==> src/sv/key_press_pattern_reader_macros.svh <==
// Assertion macros used by the key press pattern reader RTL.
// Needs a clock named clk and an active-high reset named rst in scope.
`ifndef KEY_PRESS_PATTERN_READER_MACROS_SVH
`define KEY_PRESS_PATTERN_READER_MACROS_SVH

// The consequent holds in the same cycle as the antecedent.
`define KPR_ASSERT_NOW(lbl, ante, cons) \
  lbl: assert property (@(posedge clk) disable iff (rst) (ante) |-> (cons)) \
    else $error("kpr assertion failed");

// The consequent holds in the cycle after the antecedent.
`define KPR_ASSERT_NEXT(lbl, ante, cons) \
  lbl: assert property (@(posedge clk) disable iff (rst) (ante) |=> (cons)) \
    else $error("kpr assertion failed");

`endif

==> src/sv/kpr_pkg.sv <==
// Package for the key press pattern reader: payload and config types,
// register indexes, reset values and beep codes. No dependencies.
package kpr_pkg;

  localparam int CFG_INDEX_W = 3;
  localparam int CFG_DATA_W  = 16;

  localparam logic [CFG_INDEX_W-1:0] REG_DEBOUNCE = 3'd0;
  localparam logic [CFG_INDEX_W-1:0] REG_SHORT    = 3'd1;
  localparam logic [CFG_INDEX_W-1:0] REG_BEEP     = 3'd2;
  localparam logic [CFG_INDEX_W-1:0] REG_LONG     = 3'd3;
  localparam logic [CFG_INDEX_W-1:0] REG_GAP      = 3'd4;

  localparam logic [7:0]  DEBOUNCE_RST = 8'd2;
  localparam logic [15:0] SHORT_RST    = 16'd30;
  localparam logic [15:0] BEEP_RST     = 16'd200;
  localparam logic [15:0] LONG_RST     = 16'd280;
  localparam logic [15:0] GAP_RST      = 16'd50;

  localparam logic [1:0] BEEP_NONE  = 2'd0;
  localparam logic [1:0] BEEP_START = 2'd1;
  localparam logic [1:0] BEEP_STOP  = 2'd2;

  localparam logic [7:0] PRESS_BIT = 8'h01;

  typedef struct packed {
    logic        pin_level;
    logic [31:0] time_now;
  } kpr_poll_t;

  typedef struct packed {
    logic       code_ready;
    logic [7:0] press_code;
    logic       long_press_event;
    logic [1:0] beep_command;
  } kpr_result_t;

  typedef struct packed {
    logic [7:0]  debounce_ticks;
    logic [15:0] short_window_ticks;
    logic [15:0] beep_after_ticks;
    logic [15:0] long_after_ticks;
    logic [15:0] gap_window_ticks;
  } kpr_cfg_t;

endpackage

==> src/sv/kpr_cfg_regs.sv <==
// Configuration register file of the key press pattern reader.
// Depends on kpr_pkg.
module kpr_cfg_regs
  import kpr_pkg::*;
(
  input  logic                   clk,
  input  logic                   rst,
  input  logic                   cfg_write,
  input  logic [CFG_INDEX_W-1:0] cfg_index,
  input  logic [CFG_DATA_W-1:0]  cfg_data,
  output kpr_cfg_t               cfg
);

  always_ff @(posedge clk) begin
    if (rst) begin
      cfg.debounce_ticks     <= DEBOUNCE_RST;
      cfg.short_window_ticks <= SHORT_RST;
      cfg.beep_after_ticks   <= BEEP_RST;
      cfg.long_after_ticks   <= LONG_RST;
      cfg.gap_window_ticks   <= GAP_RST;
    end else if (cfg_write) begin
      unique case (cfg_index)
        REG_DEBOUNCE: cfg.debounce_ticks     <= cfg_data[7:0];
        REG_SHORT:    cfg.short_window_ticks <= cfg_data;
        REG_BEEP:     cfg.beep_after_ticks   <= cfg_data;
        REG_LONG:     cfg.long_after_ticks   <= cfg_data;
        REG_GAP:      cfg.gap_window_ticks   <= cfg_data;
        default: ;
      endcase
    end
  end

endmodule

==> src/sv/kpr_debounce.sv <==
// One debouncer: starts timing on the target level, confirms it after the settle time.
// Self-contained; needs no package.
module kpr_debounce (
  input  logic        clk,
  input  logic        rst,
  input  logic        step,
  input  logic        target,
  input  logic        pin_level,
  input  logic [31:0] time_now,
  input  logic [7:0]  debounce_ticks,
  output logic        seen
);

  logic        armed;
  logic        armed_next;
  logic [31:0] mark;
  logic [31:0] mark_next;
  logic [31:0] elapsed;
  logic        at_level;

  assign elapsed  = time_now - mark;
  assign at_level = (pin_level == target);

  always_comb begin
    armed_next = armed;
    mark_next  = mark;
    seen       = 1'b0;
    if (armed && at_level) begin
      armed_next = 1'b0;
      mark_next  = time_now;
    end else if (!armed && (elapsed >= {24'd0, debounce_ticks})) begin
      armed_next = 1'b1;
      seen       = at_level;
    end
  end

  // The state only advances on polls where the phase machine consults it.
  always_ff @(posedge clk) begin
    if (rst) begin
      armed <= 1'b1;
      mark  <= '0;
    end else if (step) begin
      armed <= armed_next;
      mark  <= mark_next;
    end
  end

endmodule

==> src/sv/kpr_fsm.sv <==
// Phase machine of the key press pattern reader with its two debouncers.
// Depends on kpr_pkg, kpr_debounce and the assertion macro header.
`include "key_press_pattern_reader_macros.svh"

module kpr_fsm
  import kpr_pkg::*;
#(
  parameter int MAX_PRESSES = 4
) (
  input  logic        clk,
  input  logic        rst,
  input  logic        step,
  input  kpr_poll_t   poll,
  input  kpr_cfg_t    cfg,
  output kpr_result_t res
);

  typedef enum logic [2:0] {
    PH_INIT    = 3'd0,
    PH_WAIT    = 3'd1,
    PH_HELD    = 3'd2,
    PH_COUNTED = 3'd3,
    PH_GAP     = 3'd4
  } phase_t;

  phase_t      phase;
  phase_t      phase_next;
  logic [7:0]  pattern;
  logic [7:0]  pattern_next;
  logic [7:0]  press_count;
  logic [7:0]  press_count_next;
  logic [31:0] window_mark;
  logic [31:0] window_mark_next;
  logic [31:0] el;
  logic        down_use;
  logic        up_use;
  logic        down_seen;
  logic        up_seen;

  assign el = poll.time_now - window_mark;

  kpr_debounce u_down (
    .clk            (clk),
    .rst            (rst),
    .step           (step && down_use),
    .target         (1'b0),
    .pin_level      (poll.pin_level),
    .time_now       (poll.time_now),
    .debounce_ticks (cfg.debounce_ticks),
    .seen           (down_seen)
  );

  kpr_debounce u_up (
    .clk            (clk),
    .rst            (rst),
    .step           (step && up_use),
    .target         (1'b1),
    .pin_level      (poll.pin_level),
    .time_now       (poll.time_now),
    .debounce_ticks (cfg.debounce_ticks),
    .seen           (up_seen)
  );

  always_comb begin
    phase_next       = phase;
    pattern_next     = pattern;
    press_count_next = press_count;
    window_mark_next = window_mark;
    down_use         = 1'b0;
    up_use           = 1'b0;
    res.code_ready       = 1'b0;
    res.long_press_event = 1'b0;
    res.beep_command     = BEEP_NONE;
    unique case (phase)
      PH_INIT: begin
        pattern_next     = '0;
        press_count_next = '0;
        phase_next       = PH_WAIT;
      end
      PH_WAIT: begin
        down_use = 1'b1;
        if (down_seen) begin
          pattern_next     = pattern | PRESS_BIT;
          window_mark_next = poll.time_now;
          phase_next       = PH_HELD;
        end
      end
      PH_HELD: begin
        if (el < {16'd0, cfg.short_window_ticks}) begin
          up_use = 1'b1;
          if (up_seen) begin
            pattern_next = {pattern[6:0], 1'b0};
            phase_next   = PH_COUNTED;
          end
        end else if (el > {16'd0, cfg.beep_after_ticks}) begin
          // Between the beep and long limits the release watcher is paused.
          res.beep_command = BEEP_START;
          if (el > {16'd0, cfg.long_after_ticks}) begin
            res.beep_command = BEEP_STOP;
            up_use = 1'b1;
            if (up_seen) begin
              pattern_next         = {pattern[6:0], 1'b1};
              res.long_press_event = 1'b1;
              res.code_ready       = 1'b1;
              phase_next           = PH_INIT;
            end
          end
        end else begin
          up_use = 1'b1;
          if (up_seen) begin
            pattern_next = {pattern[6:0], 1'b1};
            phase_next   = PH_COUNTED;
          end
        end
      end
      PH_COUNTED: begin
        press_count_next = press_count + 8'd1;
        if (press_count_next == 8'(MAX_PRESSES)) begin
          res.code_ready = 1'b1;
          phase_next     = PH_INIT;
        end else begin
          window_mark_next = poll.time_now;
          phase_next       = PH_GAP;
        end
      end
      PH_GAP: begin
        if (el <= {16'd0, cfg.gap_window_ticks}) begin
          down_use = 1'b1;
          if (down_seen) begin
            window_mark_next = poll.time_now;
            phase_next       = PH_HELD;
          end
        end else begin
          res.code_ready = 1'b1;
          phase_next     = PH_INIT;
        end
      end
      default: ;
    endcase
    res.press_code = pattern_next;
  end

  always_ff @(posedge clk) begin
    if (rst) begin
      phase       <= PH_INIT;
      pattern     <= '0;
      press_count <= '0;
      window_mark <= '0;
    end else if (step) begin
      phase       <= phase_next;
      pattern     <= pattern_next;
      press_count <= press_count_next;
      window_mark <= window_mark_next;
    end
  end

  `KPR_ASSERT_NOW(a_long_completes, res.long_press_event, res.code_ready)
  `KPR_ASSERT_NEXT(a_ready_restarts, step && res.code_ready, phase == PH_INIT)
  `KPR_ASSERT_NEXT(a_init_to_wait, step && phase == PH_INIT, phase == PH_WAIT)
  `KPR_ASSERT_NOW(a_beep_only_held, res.beep_command != BEEP_NONE, phase == PH_HELD)

endmodule

==> src/sv/key_press_pattern_reader.sv <==
// Top level of the key press pattern reader: poll register, phase machine,
// result register. Depends on kpr_pkg, kpr_cfg_regs and kpr_fsm.
//
//   channel  | signals                              | direction
//   ---------+--------------------------------------+----------
//   poll     | poll_valid, poll_stall, poll         | in
//   result   | result_valid, result_stall, result   | out
//   config   | cfg_write, cfg_index, cfg_data       | in
//
// Each poll gives exactly one result, via the poll and result registers.
// One poll is taken every cycle while poll_stall is low; the phase registers
// close their loop without passing through the poll register.
// Reset (synchronous) resets all registers but the poll_q and result data.
// A stalled result holds the poll register, which then stalls the poll side.
module key_press_pattern_reader
  import kpr_pkg::*;
#(
  parameter int MAX_PRESSES = 4
) (
  input  logic                   clk,
  input  logic                   rst,
  input  logic                   poll_valid,
  output logic                   poll_stall,
  input  kpr_poll_t              poll,
  output logic                   result_valid,
  input  logic                   result_stall,
  output kpr_result_t            result,
  input  logic                   cfg_write,
  input  logic [CFG_INDEX_W-1:0] cfg_index,
  input  logic [CFG_DATA_W-1:0]  cfg_data
);

  kpr_cfg_t    cfg;
  kpr_poll_t   poll_q;
  logic        poll_q_valid;
  logic        out_open;
  logic        fire;
  kpr_result_t fsm_res;

  assign out_open   = !result_valid || !result_stall;
  assign fire       = poll_q_valid && out_open;
  assign poll_stall = poll_q_valid && !out_open;

  kpr_cfg_regs u_cfg (
    .clk       (clk),
    .rst       (rst),
    .cfg_write (cfg_write),
    .cfg_index (cfg_index),
    .cfg_data  (cfg_data),
    .cfg       (cfg)
  );

  kpr_fsm #(
    .MAX_PRESSES (MAX_PRESSES)
  ) u_fsm (
    .clk  (clk),
    .rst  (rst),
    .step (fire),
    .poll (poll_q),
    .cfg  (cfg),
    .res  (fsm_res)
  );

  always_ff @(posedge clk) begin
    if (rst) begin
      poll_q_valid <= 1'b0;
      result_valid <= 1'b0;
    end else begin
      if (!poll_stall) begin
        poll_q_valid <= poll_valid;
      end
      if (out_open) begin
        result_valid <= poll_q_valid;
      end
    end
  end

  always_ff @(posedge clk) begin
    if (poll_valid && !poll_stall) begin
      poll_q <= poll;
    end
    if (fire) begin
      result <= fsm_res;
    end
  end

endmodule
==> config.mk <==
export PLATFORM = sky130hd
export DESIGN_NAME = key_press_pattern_reader
export DESIGN_NICKNAME = d
export VERILOG_FILES = /design/src/sv/kpr_pkg.sv /design/src/sv/kpr_cfg_regs.sv /design/src/sv/kpr_debounce.sv /design/src/sv/kpr_fsm.sv /design/src/sv/key_press_pattern_reader.sv
export VERILOG_INCLUDE_DIRS = /design/src /design/src/sv
export SDC_FILE = /design/constraint.sdc
export NUM_CORES = 1
export LEC_CHECK = 0
export BUFFER_PORTS_ARGS = -buffer_cell sky130_fd_sc_hd__buf_2
export CORE_ASPECT_RATIO = 1.1
export CORE_MARGIN = 2
export CORE_UTILIZATION = 50
export DETAILED_ROUTE_END_ITERATION = 8
export GPL_TIMING_DRIVEN = 0
export PLACE_DENSITY = 0.67
export SLEW_MARGIN = 20
export SYNTH_ARGS = -nofsm -noshare
export SYNTH_HDL_FRONTEND = slang
export SYNTH_SLANG_ARGS = --single-unit
==> constraint.sdc <==
create_clock -name clk -period 14.1 [get_ports clk]
set_clock_uncertainty 0.2 [all_clocks]
set_input_delay 1.41 -clock clk [delete_from_list [all_inputs] [get_ports clk]]
set_output_delay 1.41 -clock clk [all_outputs]
set_load 0.02 [all_outputs]
==> impl_metrics.csv, run 1 <==
group,metric,value,unit
detailed_routing,viasPerCell,5.76,
detailed_routing,via_count,15500,
timing,slew_violations,0,
worst_setup_path,cp_num_buf_inv,5,
logic_synthesis,ys_warn_count,0,
final_layout,n_antenna_cell,0,
logic_synthesis,synth_nets,2370,
logic_synthesis,synth_flop_cell,"dfxtp_1",
clock_tree,clk_pin_slew,0.06,ns
worst_setup_path,crit_path_frequent_cell,"a21o_1",
global_routing,grt_max_degree,21,
place,dp_hpwl,38000,um
global_routing,antenna_found_initial,0,
logic_synthesis,avgSynthCellArea,8.08,sq um
detailed_routing,drt_iter0_drc,957,
floorplanning,fp.coreArea,34100,sq um
logic_synthesis,syn_inst,2137,
detailed_routing,routedWlPerCell,17.9,um
final_layout,ff_latch_area,5170,sq um
clock_tree,cts_tree,"yes",
clock_tree,cts-root-buf,"clkbuf_16",
floorplanning,pin_count,71,
clock_tree,cts_sinks,236,
final_layout,drive_above_1_share,0.0789,
logic_synthesis,synthArstFlopShare,0,
worst_setup_path,path_cells,"inv_1, ha_1, inv_1, fa_1, nand3_1, a21oi_1, nor2_1, o21ai_0, a21o_1, a21oi_1, xnor2_1, ha_1, a21o_1, a21o_1, a21oi_1, o21ai_0, nor2_1, a211oi_1, nor4_4, nor4b_1, buf_2, buf_4, clkinv_1, a21o_1",
place,gp_congestion,0.898,
worst_hold_path,hold_path_class,"reg -> reg",
logic_synthesis,ys_ff_latch,236,
power_and_ir_drop,vdd_drop_max,0.0987,mV
worst_setup_path,cp.required,14.36,ns
timing,hold_viol_final,0,
worst_setup_path,path_class,"reg -> reg",
worst_setup_path,critPathSlowestCell,"a211oi_1",
clock_tree,post_cts_buffers,0,
worst_setup_path,crit_fanout,10,
timing,fin_crit_sh,0.458,
floorplanning,dieArea,36000,sq um
timing,rsz0062_at_grt,"no",
detailed_routing,detail-route-antenna-nets,0,
clock_tree,clk_latency,0.57,ns
final_layout,n_fill_cell,3315,
worst_setup_path,critical-path-max-stage-delay,0.92,ns
worst_setup_path,cp-start-kind,"flip-flop",
timing,relSlewSlack,0.256,
worst_setup_path,crit_arrival,6.72,ns
worst_setup_path,critPathCaptureType,"flip-flop",
floorplanning,die_y,199,um
floorplanning,die_w,181,um
logic_synthesis,syn_area,17300,sq um
clock_tree,postCtsHoldBufs,0,
timing,worstMarginPinSlew,1.11,ns
logic_synthesis,synth_edf_count,45,
logic_synthesis,ys_seq_area_frac,0.300,
clock_tree,htreeDepth,1,
clock_tree,clockBufferDepth,3,
timing,setup_viol,0,
global_routing,grtUsageTotal,0.265,
global_routing,grt_pass1_vias,14600,
final_layout,multi_input_area,11000,sq um
power_and_ir_drop,leakage,7.33,nW
timing,fin_crit,6.46,ns
logic_synthesis,synth_cell_types,95,
clock_tree,cts_resized,0,
timing,setup_tns,0,ns
final_layout,stdcell_count,2695,
global_routing,grt.overflow.total,0,
timing,fmax,0.155,GHz
floorplanning,rows,71,
power_and_ir_drop,powerDensity,93.1,nW/um^2
flow_run,maxCapViolCount,0,
timing,whs,0.254,ns
final_layout,area_growth_syn_to_layout,10.6,%
place,portBuffers,69,
place,placed_cells,2645,
clock_tree,cts_buffers,27,
status,status,"finished clean",
detailed_routing,drcViolationCount,0,
global_routing,grt_pass1_wl,76700,um
detailed_routing,first_pass_iters,6,
worst_setup_path,cp_top_family,"compound AO/OA/AOI/OAI gates",
floorplanning,initial_core_util,0.506,
final_layout,nets,2469,
detailed_routing,routed_wl,48300,um
[metrics by stage]
step | setup WS [ns] | total power [W] | area, sq um | utilization
final | 7.64 | 0.00178 | 19100 | 0.560
after global routing | 7.26 | 0.00186 | 19100 | 0.560
after CTS | 7.69 | 0.00179 | 19100 | 0.560
after detailed placement | 7.72 | 0.00107 | 18200 | 0.533
after global placement | 7.71 | 0.00107 | 18200 | 0.532
after floorplan | 9.45 | 0.000969 | 17300 | -
[power breakdown]
| part | internal (W) | leakage, nW | total (W) | switching [W] |
|---|---|---|---|---|
| combinational | 0.000128 | 4.91 | 0.000337 | 0.000208 |
| sequential | 0.000702 | 1.98 | 0.000723 | 0.0000216 |
| clock | 0.000409 | 0.444 | 0.000718 | 0.000309 |
[worst paths after layout]
path	start	endpoint	slack [ns]	depth (start not counted)
hold / removal	u_cfg.cfg[9]$_SDFFE_PP0P_	u_cfg.cfg[9]$_SDFFE_PP0P_	0.25	2
setup / recovery	poll_q[0]$_DFFE_PP_	u_fsm.u_up.armed$_SDFFE_PP1P_	7.64	24
setup reg to reg	poll_q[0]$_DFFE_PP_	u_fsm.u_up.armed$_SDFFE_PP1P_	7.64	24
hold reg to reg	u_cfg.cfg[9]$_SDFFE_PP0P_	u_cfg.cfg[9]$_SDFFE_PP0P_	0.25	2
[area by class of cell]
cell class,count,share of cell area
Timing Repair Buffer,70,0.0191
Buffer,90,0.0213
Sequential cell,236,0.271
Inverter,189,0.0371
Tap cell,438,0.0287
Multi-Input combinational cell,1622,0.575
Clock inverter,21,0.0102
Clock buffer,29,0.0374
[registers in the layout, indices dropped and copies added (netlist names), 3 cells and up]
register / cells
u_cfg.cfg: 72
poll_q: 33
u_fsm.u_down.mark: 32
u_fsm.u_up.mark: 32
u_fsm.window_mark: 32
result: 12
u_fsm.pattern: 8
u_fsm.press_count: 8
u_fsm.phase: 3
[cells by family after synthesis]
logic type                 Yosys count  synth area share
xor gates and xnor gates            53            0.0269
and+or+nand+nor                    731             0.208
DFF                                236             0.300
adders and majority gates          176             0.129
muxes                              106            0.0617
AOI/OAI and AO/OA                  556             0.210
buffers and inverters              279            0.0646
[cells in the mapped netlist (41+ instances only)]
| cell | instances | share of area |
|---|---|---|
| ha_1 | 173 | 0.13 |
| o21ai_0 | 67 | 0.019 |
| edfxtp_1 | 45 | 0.078 |
| a21oi_1 | 200 | 0.058 |
| nor2_1 | 176 | 0.038 |
| nand2b_1 | 91 | 0.033 |
| a21o_1 | 53 | 0.023 |
| dfxtp_1 | 191 | 0.22 |
| mux2i_1 | 102 | 0.059 |
| nand3_1 | 41 | 0.012 |
| inv_1 | 187 | 0.041 |
| clkbuf_1 | 69 | 0.015 |
| nand2_1 | 236 | 0.051 |
[worst register-to-register path, stage by stage, from the launching register on]
cell and delay, ns:
edfxtp_1 0.45, inv_1 0.13, ha_1 0.23, inv_1 0.07, fa_1 0.23, nand3_1 0.12
a21oi_1 0.36, nor2_1 0.14, o21ai_0 0.39, a21o_1 0.18, a21oi_1 0.07, xnor2_1 0.57
ha_1 0.27, a21o_1 0.11, a21o_1 0.10, a21oi_1 0.05, o21ai_0 0.10, nor2_1 0.07
a211oi_1 0.92, nor4_4 0.12, nor4b_1 0.53, buf_2 0.35, buf_4 0.28, clkinv_1 0.14
a21o_1 0.17
[layer usage]
metal	up-vias	wire length, um	GRT usage
met5	-	0	0
met1	7246	21000	0.329
met4	0	2410	0.127
met3	98	2480	0.0386
li1	7789	-	-
met2	399	22400	0.453
[layout by cell type, fill, tap and decap left out, types with 10 or more instances in the layout]
master     synthesis  final
and3_1            15     15
buf_2             10     79
nand3b_1          17     17
or3_1             11     11
o21ai_0           67     67
o21ai_1           21     21
o211ai_1          25     25
nand4_1           39     39
ha_1             173    173
a21o_1            53     53
clkbuf_16          0     28
o2111ai_1         10     10
edfxtp_1          45     45
xor2_1            17     17
nor3_1            37     37
o21a_1            26     26
a211oi_1          15     15
nor2_1           176    176
nand2b_1          91     91
nor2b_1           16     15
a31oi_1           18     18
o22ai_1           14     14
nand3_1           41     41
inv_1            187    187
dfxtp_1          191    191
a211o_1           12     12
xnor2_1           36     36
nand2_1          236    236
a21oi_1          200    200
clkbuf_1          69     69
mux2i_1          102    102
No activity file was read; power rests on OpenSTA's default activity.
==> run 2: changes to the inputs <==
- clock period: 14.1 -> 5.96 ns (I/O delays scaled with it)
==> impl_metrics.csv, run 2 (synthesis gave the netlist of run 1 again) <==
group,metric,value,unit
global_routing,grt_max_degree,21,
final_layout,nets,2502,
worst_setup_path,cp.required,6.22,ns
place,portBuffers,69,
final_layout,final_common_cell,"nand2_1",
global_routing,grt.overflow.total,0,
place,place_area,18200,sq um
clock_tree,cts_buffers,27,
detailed_routing,detail-route-antenna-nets,0,
timing,setup_viol,0,
final_layout,top_regs,"u_cfg.cfg x72, poll_q x33",
worst_setup_path,critical-path-max-stage-delay,0.60,ns
worst_setup_path,critPathSlowestCell,"edfxtp_1",
final_layout,n_fill_cell,3272,
global_routing,antenna_found_initial,0,
detailed_routing,routed_wl,48900,um
worst_setup_path,r2r_slack,0.29,ns
clock_tree,clk_latency,0.57,ns
timing,fin_crit,5.67,ns
worst_hold_path,hold_path_class,"in -> reg",
timing,whs,0.0594,ns
worst_setup_path,crit_arrival,5.93,ns
detailed_routing,drcViolationCount,0,
timing,relSlewSlack,0.423,
global_routing,grt_pass1_wl,77500,um
final_layout,final_cell_mix,"nand2_1 (236), a21oi_1 (198), dfxtp_1 (191)",
status,status,"finished clean",
floorplanning,pin_count,71,
place,dp_hpwl,38000,um
worst_setup_path,path_class,"reg -> reg",
worst_setup_path,critPathCaptureType,"flip-flop",
detailed_routing,viasPerCell,5.76,
clock_tree,cts_tree,"yes",
floorplanning,fp.coreArea,34100,sq um
power_and_ir_drop,leakage,7.51,nW
final_layout,drive_above_1_share,0.0830,
timing,worstMarginPinSlew,0.859,ns
final_layout,regMostFlops,"u_cfg.cfg",
timing,rsz0062_at_grt,"no",
timing,hold_viol_final,0,
worst_setup_path,reg2regPathDepth,20,
worst_hold_path,holdPathEnd,"poll_q_valid$_SDFFE_PP0N_",
detailed_routing,first_pass_iters,5,
place,gp_congestion,0.898,
clock_tree,post_cts_buffers,0,
worst_hold_path,worstHoldPathCells,3,
clock_tree,cts-root-buf,"clkbuf_16",
global_routing,grt_pass1_vias,14800,
worst_setup_path,crit_path_frequent_cell,"nor2_1",
worst_setup_path,path_cells,"ha_1, a21oi_1, o21ai_1, nor2_1, nor2_1, nor2_1, o21ai_0, xor2_2, ha_1, nand4_1, a211oi_1, a221oi_1, o21ai_0, a31oi_2, nor4_4, nor4b_2, buf_2, buf_4, clkinv_1, a21o_1",
flow_run,maxCapViolCount,0,
worst_setup_path,cp_top_family,"compound AO/OA/AOI/OAI gates",
worst_setup_path,timing.rr.start,"poll_q[6]$_DFFE_PP_",
floorplanning,die_w,181,um
floorplanning,dieArea,36000,sq um
final_layout,fin_area,19500,sq um
final_layout,n_antenna_cell,0,
timing,fin_crit_sh,0.951,
timing,setup_tns,0,ns
floorplanning,rows,71,
clock_tree,htreeDepth,1,
power_and_ir_drop,vdd_drop_max,0.217,mV
worst_setup_path,crit_fanout,10,
detailed_routing,routedWlPerCell,17.9,um
detailed_routing,drt_iter0_drc,988,
worst_setup_path,cp-start-kind,"flip-flop",
floorplanning,initial_core_util,0.506,
floorplanning,die_y,199,um
clock_tree,clockBufferDepth,3,
timing,fmax,0.176,GHz
clock_tree,cts_sinks,236,
power_and_ir_drop,powerDensity,217,nW/um^2
global_routing,grtUsageTotal,0.268,
worst_hold_path,worstHoldStart,"poll_valid",
clock_tree,clk_pin_slew,0.06,ns
final_layout,area_growth_syn_to_layout,13.1,%
worst_setup_path,cp_num_buf_inv,3,
worst_setup_path,r2r_end,"u_fsm.u_up.armed$_SDFFE_PP1P_",
timing,slew_violations,0,
final_layout,largest_reg_flops,72,
detailed_routing,via_count,15700,
## run 2: cell count changes in the layout (fill, tap and decap cells not counted), sizes merged
cell / before / now
dlygate4sd3: 0 / 33
## run 2: final cells by class
cell class | count | area [sq um] | area share
Clock inverter | 21 | 194 | 0.00993
Buffer | 90 | 407 | 0.0208
Multi-Input combinational cell | 1622 | 11100 | 0.568
Inverter | 189 | 709 | 0.0363
Timing Repair Buffer | 103 | 696 | 0.0356
Sequential cell | 236 | 5170 | 0.265
Clock buffer | 29 | 714 | 0.0366
Tap cell | 438 | 548 | 0.0281
## run 2: worst max-delay path by stage
stage | start | endpoint | cells after the start
final | poll_q[6]$_DFFE_PP_ | u_fsm.u_up.armed$_SDFFE_PP1P_ | 20
after global routing | poll_q[6]$_DFFE_PP_ | u_fsm.u_up.mark[27]$_SDFFE_PP0P_ | 20
after CTS | poll_q[4]$_DFFE_PP_ | u_fsm.u_up.mark[14]$_SDFFE_PP0P_ | 21
after detailed placement | poll_q[0]$_DFFE_PP_ | u_fsm.u_up.mark[14]$_SDFFE_PP0P_ | 24
after global placement | poll_q[0]$_DFFE_PP_ | u_fsm.u_up.armed$_SDFFE_PP1P_ | 24
after floorplan | poll_q[0]$_DFFE_PP_ | u_fsm.u_up.mark[10]$_SDFFE_PP0P_ | 22
## run 2: routing by layer
| layer | part of all wire | vias to the layer above | wire length [um] | track usage |
|---|---|---|---|---|
| met2 | 0.46 | 404 | 22700 | 0.460 |
| met5 | 0 | - | 0 | 0 |
| met1 | 0.43 | 7352 | 21100 | 0.331 |
| li1 | - | 7859 | - | - |
| met3 | 0.054 | 100 | 2640 | 0.0388 |
| met4 | 0.050 | 0 | 2470 | 0.127 |
## run 2: repair_timing
item,in CTS,in global routing
resized for setup,7,8
setup endpoints to repair,40,34
hold buffers,33,0
hold endpoints to repair,33,0
## run 2: metrics by stage
stage | power, W | cells | util | setup slack [ns]
after floorplan | 0.00229 | 2137 | - | 1.31
after global placement | 0.00252 | 2644 | 0.532 | -0.427
after detailed placement | 0.00253 | 2645 | 0.533 | -0.416
after CTS | 0.00426 | 2728 | 0.571 | 0.00767
after global routing | 0.00443 | 2728 | 0.572 | 0.0162
final | 0.00424 | 2728 | 0.572 | 0.294
## run 2: worst reg2reg max path: stages (launching register included)
cell      delay, ns
edfxtp_1       0.60
ha_1           0.46
a21oi_1        0.32
o21ai_1        0.17
nor2_1         0.33
nor2_1         0.07
nor2_1         0.21
o21ai_0        0.18
xor2_2         0.35
ha_1           0.32
nand4_1        0.12
a211oi_1       0.08
a221oi_1       0.27
o21ai_0        0.15
a31oi_2        0.32
nor4_4         0.12
nor4b_2        0.38
buf_2          0.32
buf_4          0.28
clkinv_1       0.15
a21o_1         0.17
## run 2: report_power, final
part           total [W]  switching, W  internal [W]
Clock            0.00170      0.000736      0.000967
Combinational   0.000826      0.000503      0.000324
Sequential       0.00171     0.0000518       0.00166
Total            0.00424       0.00129       0.00295
